**src/hdl/gbhp_pkg.sv**
```systemverilog
// ----------------------------------------------------------------------------
// gbhp_pkg: shared types and constants of the blocked-gzip header parser
// Phase, status and format codes, header constants and the result word.
// ----------------------------------------------------------------------------
`default_nettype none

package gbhp_pkg;

  // Defaults for the top-level parameters
  localparam int unsigned EXTRA_KEEP_BYTES_DEF = 12;
  localparam int unsigned POSITION_BITS_DEF    = 16;

  // Extra payload bytes the classifier looks at
  localparam int unsigned CLS_BYTES = 8;

  // Fixed header bytes
  localparam logic [7:0] GZ_ID1            = 8'h1f;
  localparam logic [7:0] GZ_ID2            = 8'h8b;
  localparam logic [7:0] GZ_CM_DEFLATE     = 8'h08;
  localparam logic [7:0] GZ_FLG_RSVD_MASK  = 8'hE0;
  localparam logic [7:0] GZ_NUL            = 8'h00;
  localparam int unsigned FLG_FHCRC_BIT    = 1;
  localparam int unsigned FLG_FEXTRA_BIT   = 2;
  localparam int unsigned FLG_FNAME_BIT    = 3;
  localparam int unsigned FLG_FCOMMENT_BIT = 4;
  // Position of the last of the six fixed bytes (MTIME, XFL, OS)
  localparam int unsigned FIXED_LAST_POS   = 9;
  localparam logic [3:0]  XOFF_PRESENT     = 4'd12;

  // Subfield signatures, first four payload bytes, little-endian
  localparam logic [31:0] SIG_BC    = 32'h0002_4342;
  localparam logic [31:0] SIG_MZ    = 32'h0004_5a4d;
  localparam logic [31:0] SIG_IG_V1 = 32'h0010_4749;
  localparam logic [31:0] SIG_IG_V2 = 32'h0004_4749;
  localparam logic [7:0]  SIG_7D    = 8'h7d;
  localparam logic [15:0] XLEN_BC   = 16'd6;
  localparam logic [15:0] XLEN_MZ   = 16'd8;
  localparam logic [15:0] XLEN_IG1  = 16'd20;
  localparam logic [15:0] XLEN_IG2  = 16'd8;
  localparam logic [15:0] XLEN_7D   = 16'd4;
  localparam logic [31:0] MZ_BIAS   = 32'd8;

  typedef enum logic [2:0] {
    ST_OK         = 3'd0,
    ST_BAD_MAGIC  = 3'd1,
    ST_BAD_METHOD = 3'd2,
    ST_TRUNCATED  = 3'd3,
    ST_UNKNOWN    = 3'd4,
    ST_TOO_LONG   = 3'd5
  } status_e;

  typedef enum logic [2:0] {
    FMT_NONE  = 3'd0,
    FMT_BC    = 3'd1,
    FMT_MZ    = 3'd2,
    FMT_IG_V1 = 3'd3,
    FMT_IG_V2 = 3'd4,
    FMT_7D    = 3'd5
  } format_e;

  typedef enum logic [13:0] {
    PH_MAGIC0   = 14'b00_0000_0000_0001,
    PH_MAGIC1   = 14'b00_0000_0000_0010,
    PH_METHOD   = 14'b00_0000_0000_0100,
    PH_FLAGS    = 14'b00_0000_0000_1000,
    PH_FIXED    = 14'b00_0000_0001_0000,
    PH_XLEN0    = 14'b00_0000_0010_0000,
    PH_XLEN1    = 14'b00_0000_0100_0000,
    PH_XDATA    = 14'b00_0000_1000_0000,
    PH_NAME     = 14'b00_0001_0000_0000,
    PH_COMMENT  = 14'b00_0010_0000_0000,
    PH_HCRC0    = 14'b00_0100_0000_0000,
    PH_HCRC1    = 14'b00_1000_0000_0000,
    PH_DONE     = 14'b01_0000_0000_0000,
    PH_CLASSIFY = 14'b10_0000_0000_0000
  } phase_e;

  // First payload bytes, byte i at index i
  typedef logic [CLS_BYTES-1:0][7:0] head_t;

  typedef struct packed {
    logic [7:0] data_byte;
    logic       is_final;
  } in_word_t;

  typedef struct packed {
    status_e     status;
    format_e     format;
    logic [31:0] block_length;
  } cls_t;

  typedef struct packed {
    status_e     status;
    format_e     format;
    logic [15:0] header_length;
    logic [3:0]  extra_offset;
    logic [15:0] extra_length;
    logic [31:0] block_length;
  } res_t;

endpackage

`default_nettype wire

```
**src/hdl/gbhp_in_if.sv**
```systemverilog
// ----------------------------------------------------------------------------
// gbhp_in_if: byte input channel
// Valid/ready channel carrying one buffer byte and its last-byte mark.
// ----------------------------------------------------------------------------
`default_nettype none

interface gbhp_in_if;
  logic       valid;
  logic       ready;
  logic [7:0] data_byte;
  logic       is_final;

  modport source (output valid, output data_byte, output is_final, input ready);
  modport sink   (input valid, input data_byte, input is_final, output ready);
endinterface

`default_nettype wire

```
**src/hdl/gbhp_out_if.sv**
```systemverilog
// ----------------------------------------------------------------------------
// gbhp_out_if: result channel
// Valid/ready channel carrying one parsed header result.
// ----------------------------------------------------------------------------
`default_nettype none

interface gbhp_out_if;
  logic        valid;
  logic        ready;
  logic [2:0]  status;
  logic [2:0]  format;
  logic [15:0] header_length;
  logic [3:0]  extra_offset;
  logic [15:0] extra_length;
  logic [31:0] block_length;

  modport source (output valid, output status, output format, output header_length,
                  output extra_offset, output extra_length, output block_length,
                  input ready);
  modport sink   (input valid, input status, input format, input header_length,
                  input extra_offset, input extra_length, input block_length,
                  output ready);
endinterface

`default_nettype wire

```
**src/hdl/gbhp_classify.sv**
```systemverilog
// ----------------------------------------------------------------------------
// gbhp_classify: extra subfield classifier
// Matches the extra payload against the blocked-gzip signatures and forms
// the block length modulo 2^32.
// ----------------------------------------------------------------------------
`default_nettype none

module gbhp_classify import gbhp_pkg::*; #(
  parameter int unsigned POSITION_BITS = POSITION_BITS_DEF
) (
  input  head_t                    head_i,
  input  logic [15:0]              xlen_i,
  input  logic [POSITION_BITS-1:0] pos_i,
  output cls_t                     cls_o
);

  logic [31:0] word0;
  logic [31:0] word1;

  assign word0 = head_i[3:0];
  assign word1 = head_i[7:4];

  // Pick the first signature that matches, in priority order
  always_comb begin
    cls_o.status       = ST_OK;
    cls_o.format       = FMT_NONE;
    cls_o.block_length = '0;
    if (xlen_i == XLEN_BC && word0 == SIG_BC) begin
      cls_o.format       = FMT_BC;
      cls_o.block_length = {16'h0000, head_i[5], head_i[4]} + 32'd1;
    end else if (xlen_i == XLEN_MZ && word0 == SIG_MZ) begin
      cls_o.format       = FMT_MZ;
      cls_o.block_length = word1 + 32'(pos_i) + MZ_BIAS;
    end else if (xlen_i == XLEN_IG1 && word0 == SIG_IG_V1) begin
      cls_o.format       = FMT_IG_V1;
      cls_o.block_length = word1;
    end else if (xlen_i == XLEN_IG2 && word0 == SIG_IG_V2) begin
      cls_o.format       = FMT_IG_V2;
      cls_o.block_length = word1;
    end else if (xlen_i == XLEN_7D && head_i[3] == SIG_7D) begin
      cls_o.format       = FMT_7D;
      cls_o.block_length = {8'h00, word0[23:0]};
    end else begin
      cls_o.status = ST_UNKNOWN;
    end
  end

endmodule

`default_nettype wire

```
**src/hdl/gbhp_parse_core.sv**
```systemverilog
// ----------------------------------------------------------------------------
// gbhp_parse_core: header phase tracker
// Advances the parse phase by one byte per step, keeps the extra payload
// head and decides the result word.
// ----------------------------------------------------------------------------
`default_nettype none

module gbhp_parse_core import gbhp_pkg::*; #(
  parameter int unsigned EXTRA_KEEP_BYTES = EXTRA_KEEP_BYTES_DEF,
  parameter int unsigned POSITION_BITS    = POSITION_BITS_DEF
) (
  input  logic     clk_i,
  input  logic     rst_ni,
  input  logic     adv_i,
  input  in_word_t word_i,
  output logic     emit_o,
  output res_t     res_o
);

  localparam int unsigned IDX_W = $clog2(EXTRA_KEEP_BYTES);

  phase_e                   ph_q, ph_d, ph_n;
  logic [POSITION_BITS-1:0] pos_q, pos_d, pos_cur;
  logic [4:1]               flg_q, flg_d, flg_n;
  logic [15:0]              xlen_q, xlen_d, xlen_n;
  logic [15:0]              seen_q, seen_d, seen_n;
  logic                     known_q, known_d, known_n;
  logic                     given_q, given_d;
  logic [7:0]               store_q [EXTRA_KEEP_BYTES];

  logic    pos_full;
  logic    step;
  logic    wr_en;
  logic    err;
  status_e err_st;
  logic [7:0] b;
  head_t   head;
  cls_t    cls;
  logic    next_xdata_hit;
  phase_e  nx_xdata, nx_name, nx_comment;

  assign b        = word_i.data_byte;
  assign pos_full = (pos_q == '1);
  assign step     = !given_q && !pos_full;

  // Phase that follows each optional section
  always_comb begin
    nx_comment = flg_q[FLG_FHCRC_BIT] ? PH_HCRC0 : PH_CLASSIFY;
    nx_name    = flg_q[FLG_FCOMMENT_BIT] ? PH_COMMENT : nx_comment;
    nx_xdata   = flg_q[FLG_FNAME_BIT] ? PH_NAME : nx_name;
  end

  assign next_xdata_hit = ((seen_q + 16'd1) >= xlen_q);

  // Advance the phase on one byte
  always_comb begin
    ph_n    = ph_q;
    pos_cur = pos_q;
    flg_n   = flg_q;
    xlen_n  = xlen_q;
    known_n = known_q;
    seen_n  = seen_q;
    wr_en   = 1'b0;
    err     = 1'b0;
    err_st  = ST_OK;
    if (step) begin
      pos_cur = pos_q + 1'b1;
      unique case (ph_q)
        PH_MAGIC0: begin
          if (b != GZ_ID1) begin
            err    = 1'b1;
            err_st = ST_BAD_MAGIC;
          end else begin
            ph_n = PH_MAGIC1;
          end
        end
        PH_MAGIC1: begin
          if (b != GZ_ID2) begin
            err    = 1'b1;
            err_st = ST_BAD_MAGIC;
          end else begin
            ph_n = PH_METHOD;
          end
        end
        PH_METHOD: begin
          if (b != GZ_CM_DEFLATE) begin
            err    = 1'b1;
            err_st = ST_BAD_METHOD;
          end else begin
            ph_n = PH_FLAGS;
          end
        end
        PH_FLAGS: begin
          flg_n = b[4:1];
          if ((b & GZ_FLG_RSVD_MASK) != '0) begin
            err    = 1'b1;
            err_st = ST_BAD_METHOD;
          end else if (!b[FLG_FEXTRA_BIT]) begin
            err    = 1'b1;
            err_st = ST_UNKNOWN;
          end else begin
            ph_n = PH_FIXED;
          end
        end
        PH_FIXED: begin
          if (pos_q >= POSITION_BITS'(FIXED_LAST_POS)) ph_n = PH_XLEN0;
        end
        PH_XLEN0: begin
          xlen_n = {8'h00, b};
          ph_n   = PH_XLEN1;
        end
        PH_XLEN1: begin
          xlen_n  = {b, xlen_q[7:0]};
          known_n = 1'b1;
          seen_n  = '0;
          ph_n    = ({b, xlen_q[7:0]} != '0) ? PH_XDATA : nx_xdata;
        end
        PH_XDATA: begin
          wr_en  = (seen_q < 16'(EXTRA_KEEP_BYTES));
          seen_n = seen_q + 16'd1;
          if (next_xdata_hit) ph_n = nx_xdata;
        end
        PH_NAME: begin
          if (b == GZ_NUL) ph_n = nx_name;
        end
        PH_COMMENT: begin
          if (b == GZ_NUL) ph_n = nx_comment;
        end
        PH_HCRC0: begin
          ph_n = PH_HCRC1;
        end
        default: begin
          ph_n = PH_CLASSIFY;
        end
      endcase
    end
  end

  // Present the payload head as it stands after this byte
  always_comb begin
    for (int i = 0; i < CLS_BYTES; i++) begin
      head[i] = (wr_en && seen_q == 16'(i)) ? b : store_q[i];
    end
  end

  gbhp_classify #(
    .POSITION_BITS (POSITION_BITS)
  ) u_classify (
    .head_i (head),
    .xlen_i (xlen_n),
    .pos_i  (pos_cur),
    .cls_o  (cls)
  );

  // Decide the result and the next state
  always_comb begin
    emit_o              = 1'b0;
    res_o.status        = ST_OK;
    res_o.format        = FMT_NONE;
    res_o.block_length  = '0;
    res_o.header_length = 16'(pos_cur);
    res_o.extra_offset  = flg_n[FLG_FEXTRA_BIT] ? XOFF_PRESENT : 4'd0;
    res_o.extra_length  = known_n ? xlen_n : 16'd0;
    if (!given_q) begin
      if (pos_full) begin
        emit_o       = 1'b1;
        res_o.status = ST_TOO_LONG;
      end else if (err) begin
        emit_o       = 1'b1;
        res_o.status = err_st;
      end else if (ph_n == PH_CLASSIFY) begin
        emit_o             = 1'b1;
        res_o.status       = cls.status;
        res_o.format       = cls.format;
        res_o.block_length = cls.block_length;
      end else if (word_i.is_final) begin
        emit_o = 1'b1;
        if ((ph_n == PH_NAME || ph_n == PH_COMMENT) && !flg_n[FLG_FHCRC_BIT]) begin
          res_o.status       = cls.status;
          res_o.format       = cls.format;
          res_o.block_length = cls.block_length;
        end else begin
          res_o.status = ST_TRUNCATED;
        end
      end
    end

    ph_d    = emit_o ? PH_DONE : ph_n;
    pos_d   = pos_cur;
    flg_d   = flg_n;
    xlen_d  = xlen_n;
    seen_d  = seen_n;
    known_d = known_n;
    given_d = given_q || emit_o;
    // Re-arm on the last byte of a buffer
    if (word_i.is_final) begin
      ph_d    = PH_MAGIC0;
      pos_d   = '0;
      flg_d   = '0;
      xlen_d  = '0;
      seen_d  = '0;
      known_d = 1'b0;
      given_d = 1'b0;
    end
  end

  // Hold parse state; advance only on a taken byte
  always_ff @(posedge clk_i or negedge rst_ni) begin
    if (!rst_ni) begin
      ph_q    <= PH_MAGIC0;
      pos_q   <= '0;
      flg_q   <= '0;
      xlen_q  <= '0;
      seen_q  <= '0;
      known_q <= 1'b0;
      given_q <= 1'b0;
    end else if (adv_i) begin
      ph_q    <= ph_d;
      pos_q   <= pos_d;
      flg_q   <= flg_d;
      xlen_q  <= xlen_d;
      seen_q  <= seen_d;
      known_q <= known_d;
      given_q <= given_d;
    end
  end

  // Keep the first payload bytes
  always_ff @(posedge clk_i) begin
    if (adv_i && wr_en) begin
      store_q[seen_q[IDX_W-1:0]] <= b;
    end
  end

endmodule

`default_nettype wire

```
**src/hdl/gzip_block_header_parser.sv**
```systemverilog
// Path: a result word passes the input register, then the parse and result
//   register, after its byte is taken.
// Throughput: one byte per cycle unless a result waits on a full output.
//   Phase update and decision: combinational, input to result register.
// Reset: rst_ni clears the channel valids and the parse state; the parser
//   then waits for the first magic byte.
// ----------------------------------------------------------------------------
// gzip_block_header_parser: blocked-gzip member header parser
// Registers the incoming word, steps the header parser and holds the result
// word until the sink takes it.
// ----------------------------------------------------------------------------
`default_nettype none

module gzip_block_header_parser import gbhp_pkg::*; #(
  parameter int unsigned EXTRA_KEEP_BYTES = EXTRA_KEEP_BYTES_DEF,
  parameter int unsigned POSITION_BITS    = POSITION_BITS_DEF
) (
  input  logic              clk_i,
  input  logic              rst_ni,
  gbhp_in_if.sink           byte_i,
  gbhp_out_if.source        result_o
);

  logic     in_valid_q;
  in_word_t in_q;
  logic     out_valid_q;
  res_t     out_q;
  logic     emit;
  res_t     res;
  logic     out_free;
  logic     adv;

  // Step the parser unless its result has nowhere to go
  assign out_free     = !out_valid_q || result_o.ready;
  assign adv          = in_valid_q && (!emit || out_free);
  assign byte_i.ready = !in_valid_q || adv;

  // Capture the incoming word
  always_ff @(posedge clk_i or negedge rst_ni) begin
    if (!rst_ni) begin
      in_valid_q <= 1'b0;
    end else if (byte_i.valid && byte_i.ready) begin
      in_valid_q <= 1'b1;
    end else if (adv) begin
      in_valid_q <= 1'b0;
    end
  end

  always_ff @(posedge clk_i) begin
    if (byte_i.valid && byte_i.ready) begin
      in_q.data_byte <= byte_i.data_byte;
      in_q.is_final  <= byte_i.is_final;
    end
  end

  gbhp_parse_core #(
    .EXTRA_KEEP_BYTES (EXTRA_KEEP_BYTES),
    .POSITION_BITS    (POSITION_BITS)
  ) u_core (
    .clk_i  (clk_i),
    .rst_ni (rst_ni),
    .adv_i  (adv),
    .word_i (in_q),
    .emit_o (emit),
    .res_o  (res)
  );

  // Hold the result word until taken
  always_ff @(posedge clk_i or negedge rst_ni) begin
    if (!rst_ni) begin
      out_valid_q <= 1'b0;
    end else if (adv && emit) begin
      out_valid_q <= 1'b1;
    end else if (result_o.ready) begin
      out_valid_q <= 1'b0;
    end
  end

  always_ff @(posedge clk_i) begin
    if (adv && emit) begin
      out_q <= res;
    end
  end

  assign result_o.valid         = out_valid_q;
  assign result_o.status        = out_q.status;
  assign result_o.format        = out_q.format;
  assign result_o.header_length = out_q.header_length;
  assign result_o.extra_offset  = out_q.extra_offset;
  assign result_o.extra_length  = out_q.extra_length;
  assign result_o.block_length  = out_q.block_length;

endmodule

`default_nettype wire

```
**src/flat_wrapper.sv**
```systemverilog
// flat-port wrapper written by rule: the top's interface ports become plain ports
module gzip_block_header_parser_flat import gbhp_pkg::*;
#(
  parameter int unsigned EXTRA_KEEP_BYTES = EXTRA_KEEP_BYTES_DEF,
  parameter int unsigned POSITION_BITS    = POSITION_BITS_DEF
)
  (clk_i, rst_ni, byte_i_valid, byte_i_data_byte, byte_i_is_final, byte_i_ready, result_o_valid, result_o_status, result_o_format, result_o_header_length, result_o_extra_offset, result_o_extra_length, result_o_block_length, result_o_ready);
  gbhp_in_if byte_i_i ();
  gbhp_out_if result_o_i ();
  input  logic clk_i;
  input  logic rst_ni;
  input wire logic [$bits(byte_i_i.valid)-1:0] byte_i_valid;
  input wire logic [$bits(byte_i_i.data_byte)-1:0] byte_i_data_byte;
  input wire logic [$bits(byte_i_i.is_final)-1:0] byte_i_is_final;
  output wire logic [$bits(byte_i_i.ready)-1:0] byte_i_ready;
  output wire logic [$bits(result_o_i.valid)-1:0] result_o_valid;
  output wire logic [$bits(result_o_i.status)-1:0] result_o_status;
  output wire logic [$bits(result_o_i.format)-1:0] result_o_format;
  output wire logic [$bits(result_o_i.header_length)-1:0] result_o_header_length;
  output wire logic [$bits(result_o_i.extra_offset)-1:0] result_o_extra_offset;
  output wire logic [$bits(result_o_i.extra_length)-1:0] result_o_extra_length;
  output wire logic [$bits(result_o_i.block_length)-1:0] result_o_block_length;
  input wire logic [$bits(result_o_i.ready)-1:0] result_o_ready;
  assign byte_i_i.valid = byte_i_valid;
  assign byte_i_i.data_byte = byte_i_data_byte;
  assign byte_i_i.is_final = byte_i_is_final;
  assign byte_i_ready = byte_i_i.ready;
  assign result_o_valid = result_o_i.valid;
  assign result_o_status = result_o_i.status;
  assign result_o_format = result_o_i.format;
  assign result_o_header_length = result_o_i.header_length;
  assign result_o_extra_offset = result_o_i.extra_offset;
  assign result_o_extra_length = result_o_i.extra_length;
  assign result_o_block_length = result_o_i.block_length;
  assign result_o_i.ready = result_o_ready;
  gzip_block_header_parser #(.EXTRA_KEEP_BYTES(EXTRA_KEEP_BYTES), .POSITION_BITS(POSITION_BITS)) u_core (.clk_i(clk_i), .rst_ni(rst_ni), .byte_i(byte_i_i), .result_o(result_o_i));
endmodule
```
**config.mk**
```make
export PLATFORM = sky130hd
export DESIGN_NAME = gzip_block_header_parser_flat
export DESIGN_NICKNAME = d
export VERILOG_FILES = /design/src/hdl/gbhp_pkg.sv /design/src/hdl/gbhp_in_if.sv /design/src/hdl/gbhp_out_if.sv /design/src/hdl/gbhp_classify.sv /design/src/hdl/gbhp_parse_core.sv /design/src/hdl/gzip_block_header_parser.sv /design/src/flat_wrapper.sv
export SDC_FILE = /design/constraint.sdc
export NUM_CORES = 1
export LEC_CHECK = 0
export BUFFER_PORTS_ARGS = -buffer_cell sky130_fd_sc_hd__buf_2
export CORE_ASPECT_RATIO = 0.6
export CORE_MARGIN = 10
export CORE_UTILIZATION = 56
export DETAILED_ROUTE_END_ITERATION = 6
export PLACE_DENSITY = 0.81
export SLEW_MARGIN = 15
export SYNTH_ARGS = -nofsm -noshare
export SYNTH_HDL_FRONTEND = slang
export SYNTH_SLANG_ARGS = --single-unit
```
**constraint.sdc**
```tcl
create_clock -name clk_i -period 8.5 [get_ports clk_i]
set_input_delay 1.275 -clock clk_i [delete_from_list [all_inputs] [get_ports clk_i]]
set_output_delay 1.275 -clock clk_i [all_outputs]
set_load 0.005 [all_outputs]
```
==> out/summary.txt <==
outcome: finished, final reports clean
gpl congestion: 0.973
GR Util met3: 0.0873
fill count: 1939
Die X: 222 microns
Max Fclk: 142 MHz
Mapped Area: 13700 sq um
footprint of the multi-input gates: 7020 sq um
Fin. Hold Viols: 0
Syn-to-layout area delta: 10.2%
Setup TNS Final: 0 ns
grt met2 use: 0.348
Worst Hold Class: reg -> reg
WS Path Type: reg -> out
Worst Path Required: 7.22 ns
detailed-router iteration count before antenna repair: 6
period utilisation layout: 0.831
Ports: 89
Relative slew margins: 0.224
Die ar.: 31300 sq um
Initial Utilization: 0.567
core outline area: 24100 sq um
count of pins over their slew limit: 0
first-pass GRT wire length: 64.6 mm
synth warn: 0
top-area cell type share of the netlist area: 0.316
Avg Cell Area, Syn: 9.74 sq um
top_reg_cell synth: edfxtp_1
gr busiest metal: met1
Reg clk slew, reported paths: 0.06 ns
CTS tree: built
Netlist cell types: 93
Post-synth EDFFs: 144
Final #Nets: 1521
Placed Cells incl. Taps: 1749
slew at the pin closest to its max-slew limit: 1.15 ns
vias per cell: 6.69
Post-Place Cell Area: 14300 sq um
Vias: 12000
PD cells: 223 nW/um^2
FF+latch count, synth: 214
clock buffer depth: 3
clk_skew: 0.0143 ns
Final Instance Area: 15100 sq um
1st-iter DRT viols: 1767
largest net degree at the start of global routing: 72
final number of setup-violating endpoints: 0
# rows: 44
Hold Buf Count CTS: 0
Largest stage delay, worst path: 0.71 ns
CP most frequent cell: nand2_1
dpl hpwl: 29.8 mm
Reg area: 6080 sq um
critical-path cell list: and2_1 > and4_1 > nand3_1 > nor2_1 > and3_1 > nand2b_1 > nand2_1 > ha_1 > nand2_1 > nor2_1 > nand2_1 > o211ai_1 > nand3_1 > or4_1 > nor3b_1 > a21o_1 > o211a_1 > inv_1 > buf_2
Post-DRT Antenna Nets: 0
top cells by area, synth: edfxtp_1, dfrtp_1, ha_1
VDD IR max: 0.154 mV
most frequent cells in the layout: nand2_1, edfxtp_1, nor2_1
Num CTS Buffers: 22
synthesized instance count: 1403
WP data arrival: 5.79 ns
area leader, netlist: edfxtp_1
IO Port Bufs: 86
Worst-Skew Late Latency: 0.54 ns
Pwr Total: 0.00337 W
commonest non-fill, non-tap cell in the layout: nand2_1
slowest CP cell: o211ai_1
Setup crit start kind: flip-flop
CTS resizes: 0
hold slack final: 0.494 ns
clk root buf: clkbuf_16
initial antenna violation count: 0
Leak Pwr: 5.89 nW
CTS Sinks: 214
Period minus WS final: 7.06 ns
Setup Fix Bufs, Post-CTS: 0
DR WL/cell: 23.1 microns
grt ovf: 0
vias in the first global route: 11300
final non-filler cell total: 1789
max_cap viols: 0
RSZ-0062 raised after global routing: no
number of antenna diodes: 0
Setup crit end kind: output pin
CP max FO: 8
Routed Wire Length: 41.2 mm
share of cells above drive strength 1: 0.147
sequential-to-total area share from yosys stat: 0.445
All-Layer GR Usage: 0.254
Async SR Flop Fraction: 0.327
Die Y: 141 microns
met1 Use GR: 0.374
CTS HTree Levels: 1
DRC: 0
-- layout make-up --
type | instances | share of cell area
tap | 322 | 0.0267
inverter | 55 | 0.0137
clock buffer | 30 | 0.0419
timing repair buffer | 110 | 0.0405
sequential | 214 | 0.403
clock inverter | 10 | 0.00772
multi-input combinational | 1048 | 0.466
-- stage by stage --
| step | utilization | worst slack, ns |
|---|---|---|
| after floorplan | - | 1.54 |
| after global placement | 0.594 | 2.36 |
| after detailed placement | 0.594 | 2.06 |
| after CTS | 0.625 | 1.68 |
| after global routing | 0.625 | 1.16 |
| final | 0.625 | 1.44 |
-- state kept, by name (all words and copies together), names as in the netlist --
signal and count:
u_core.in_valid_q 1, u_core.u_core.flg_q 4, u_core.result_o.valid 1, u_core.u_core.ph_q 14, u_core.u_core.store_q 64, u_core.u_core.xlen_q 16, u_core.result_o.header_length 16, u_core.result_o.extra_length 16
u_core.result_o.format 3, u_core.u_core.given_q 1, u_core.result_o.status 3, u_core.result_o.extra_offset 1, u_core.u_core.pos_q 16, u_core.in_q 9, u_core.u_core.known_q 1, u_core.result_o.block_length 32
u_core.u_core.seen_q 16
-- cell usage after synthesis (all sizes together) (22+ instances only) --
| library cell | n |
|---|---|
| a21oi | 93 |
| nand3 | 52 |
| ha | 56 |
| nand2b | 26 |
| inv | 54 |
| clkbuf | 43 |
| nor3 | 35 |
| buf | 44 |
| a22o | 22 |
| nand4 | 28 |
| dfrtp | 69 |
| edfxtp | 144 |
| o21ai | 88 |
| nor4 | 34 |
| nand2 | 147 |
| xnor2 | 30 |
| nor2 | 96 |
| mux2i | 51 |
-- cell families (layout without fill, tap and decap cells) --
logic type,count (synthesis),count (layout),synth area share
fa+ha+maj,57,57,0.0527
buf+inv,142,205,0.0447
xor+xnor,45,45,0.0288
mux,62,62,0.0464
simple gates,523,523,0.204
flops,214,214,0.445
other cells,1,2,0.000274
compound gates,359,359,0.179
-- path summary, 6_finish.rpt --
kind,slack [ns],from,cells past startpoint,to
max in group asynchronous,6.89,rst_ni,2,u_core.u_core.xlen_q[9]$_DFFE_PN0P_
worst max-delay path,1.44,u_core.u_core.seen_q[2]$_DFFE_PN0P_,19,byte_i_ready
worst min-delay path,0.49,u_core.u_core.flg_q[2]$_DFFE_PN0P_,2,u_core.u_core.flg_q[2]$_DFFE_PN0P_
min in group asynchronous,0.98,rst_ni,2,u_core.u_core.pos_q[0]$_DFFE_PN0P_
worst max register to register,1.72,u_core.u_core.ph_q[11]$_DFFE_PN0P_,19,u_core.result_o.block_length[29]$_SDFFCE_PP0P_
worst min register to register,0.49,u_core.u_core.flg_q[2]$_DFFE_PN0P_,2,u_core.u_core.flg_q[2]$_DFFE_PN0P_
-- report_power, final --
| part | total [W] | leakage [nW] | internal, W | switching (W) |
|---|---|---|---|---|
| logic | 0.000928 | 3.21 | 0.000276 | 0.000652 |
| clock network | 0.00101 | 0.372 | 0.000586 | 0.000429 |
| registers | 0.00142 | 2.31 | 0.00133 | 0.0000907 |
| total | 0.00337 | 5.89 | 0.00219 | 0.00117 |
-- layer usage --
metal,vias up,routed length [microns]
met4,0,743
met2,819,16500
met3,83,5870
li1,5357,-
met1,5701,18200
met5,-,0
-- critical path: cells and delay by family (launching register included) --
family | cells | cell delay, ns
AO/OA/AOI/OAI | 3 | 1.29
buffers and inverters | 2 | 0.16
adder cells (fa/ha/maj) | 1 | 0.32
flip-flops | 1 | 0.45
AND/OR/NAND/NOR | 13 | 3.04
Note: power is estimated with default switching activity, not from simulation.
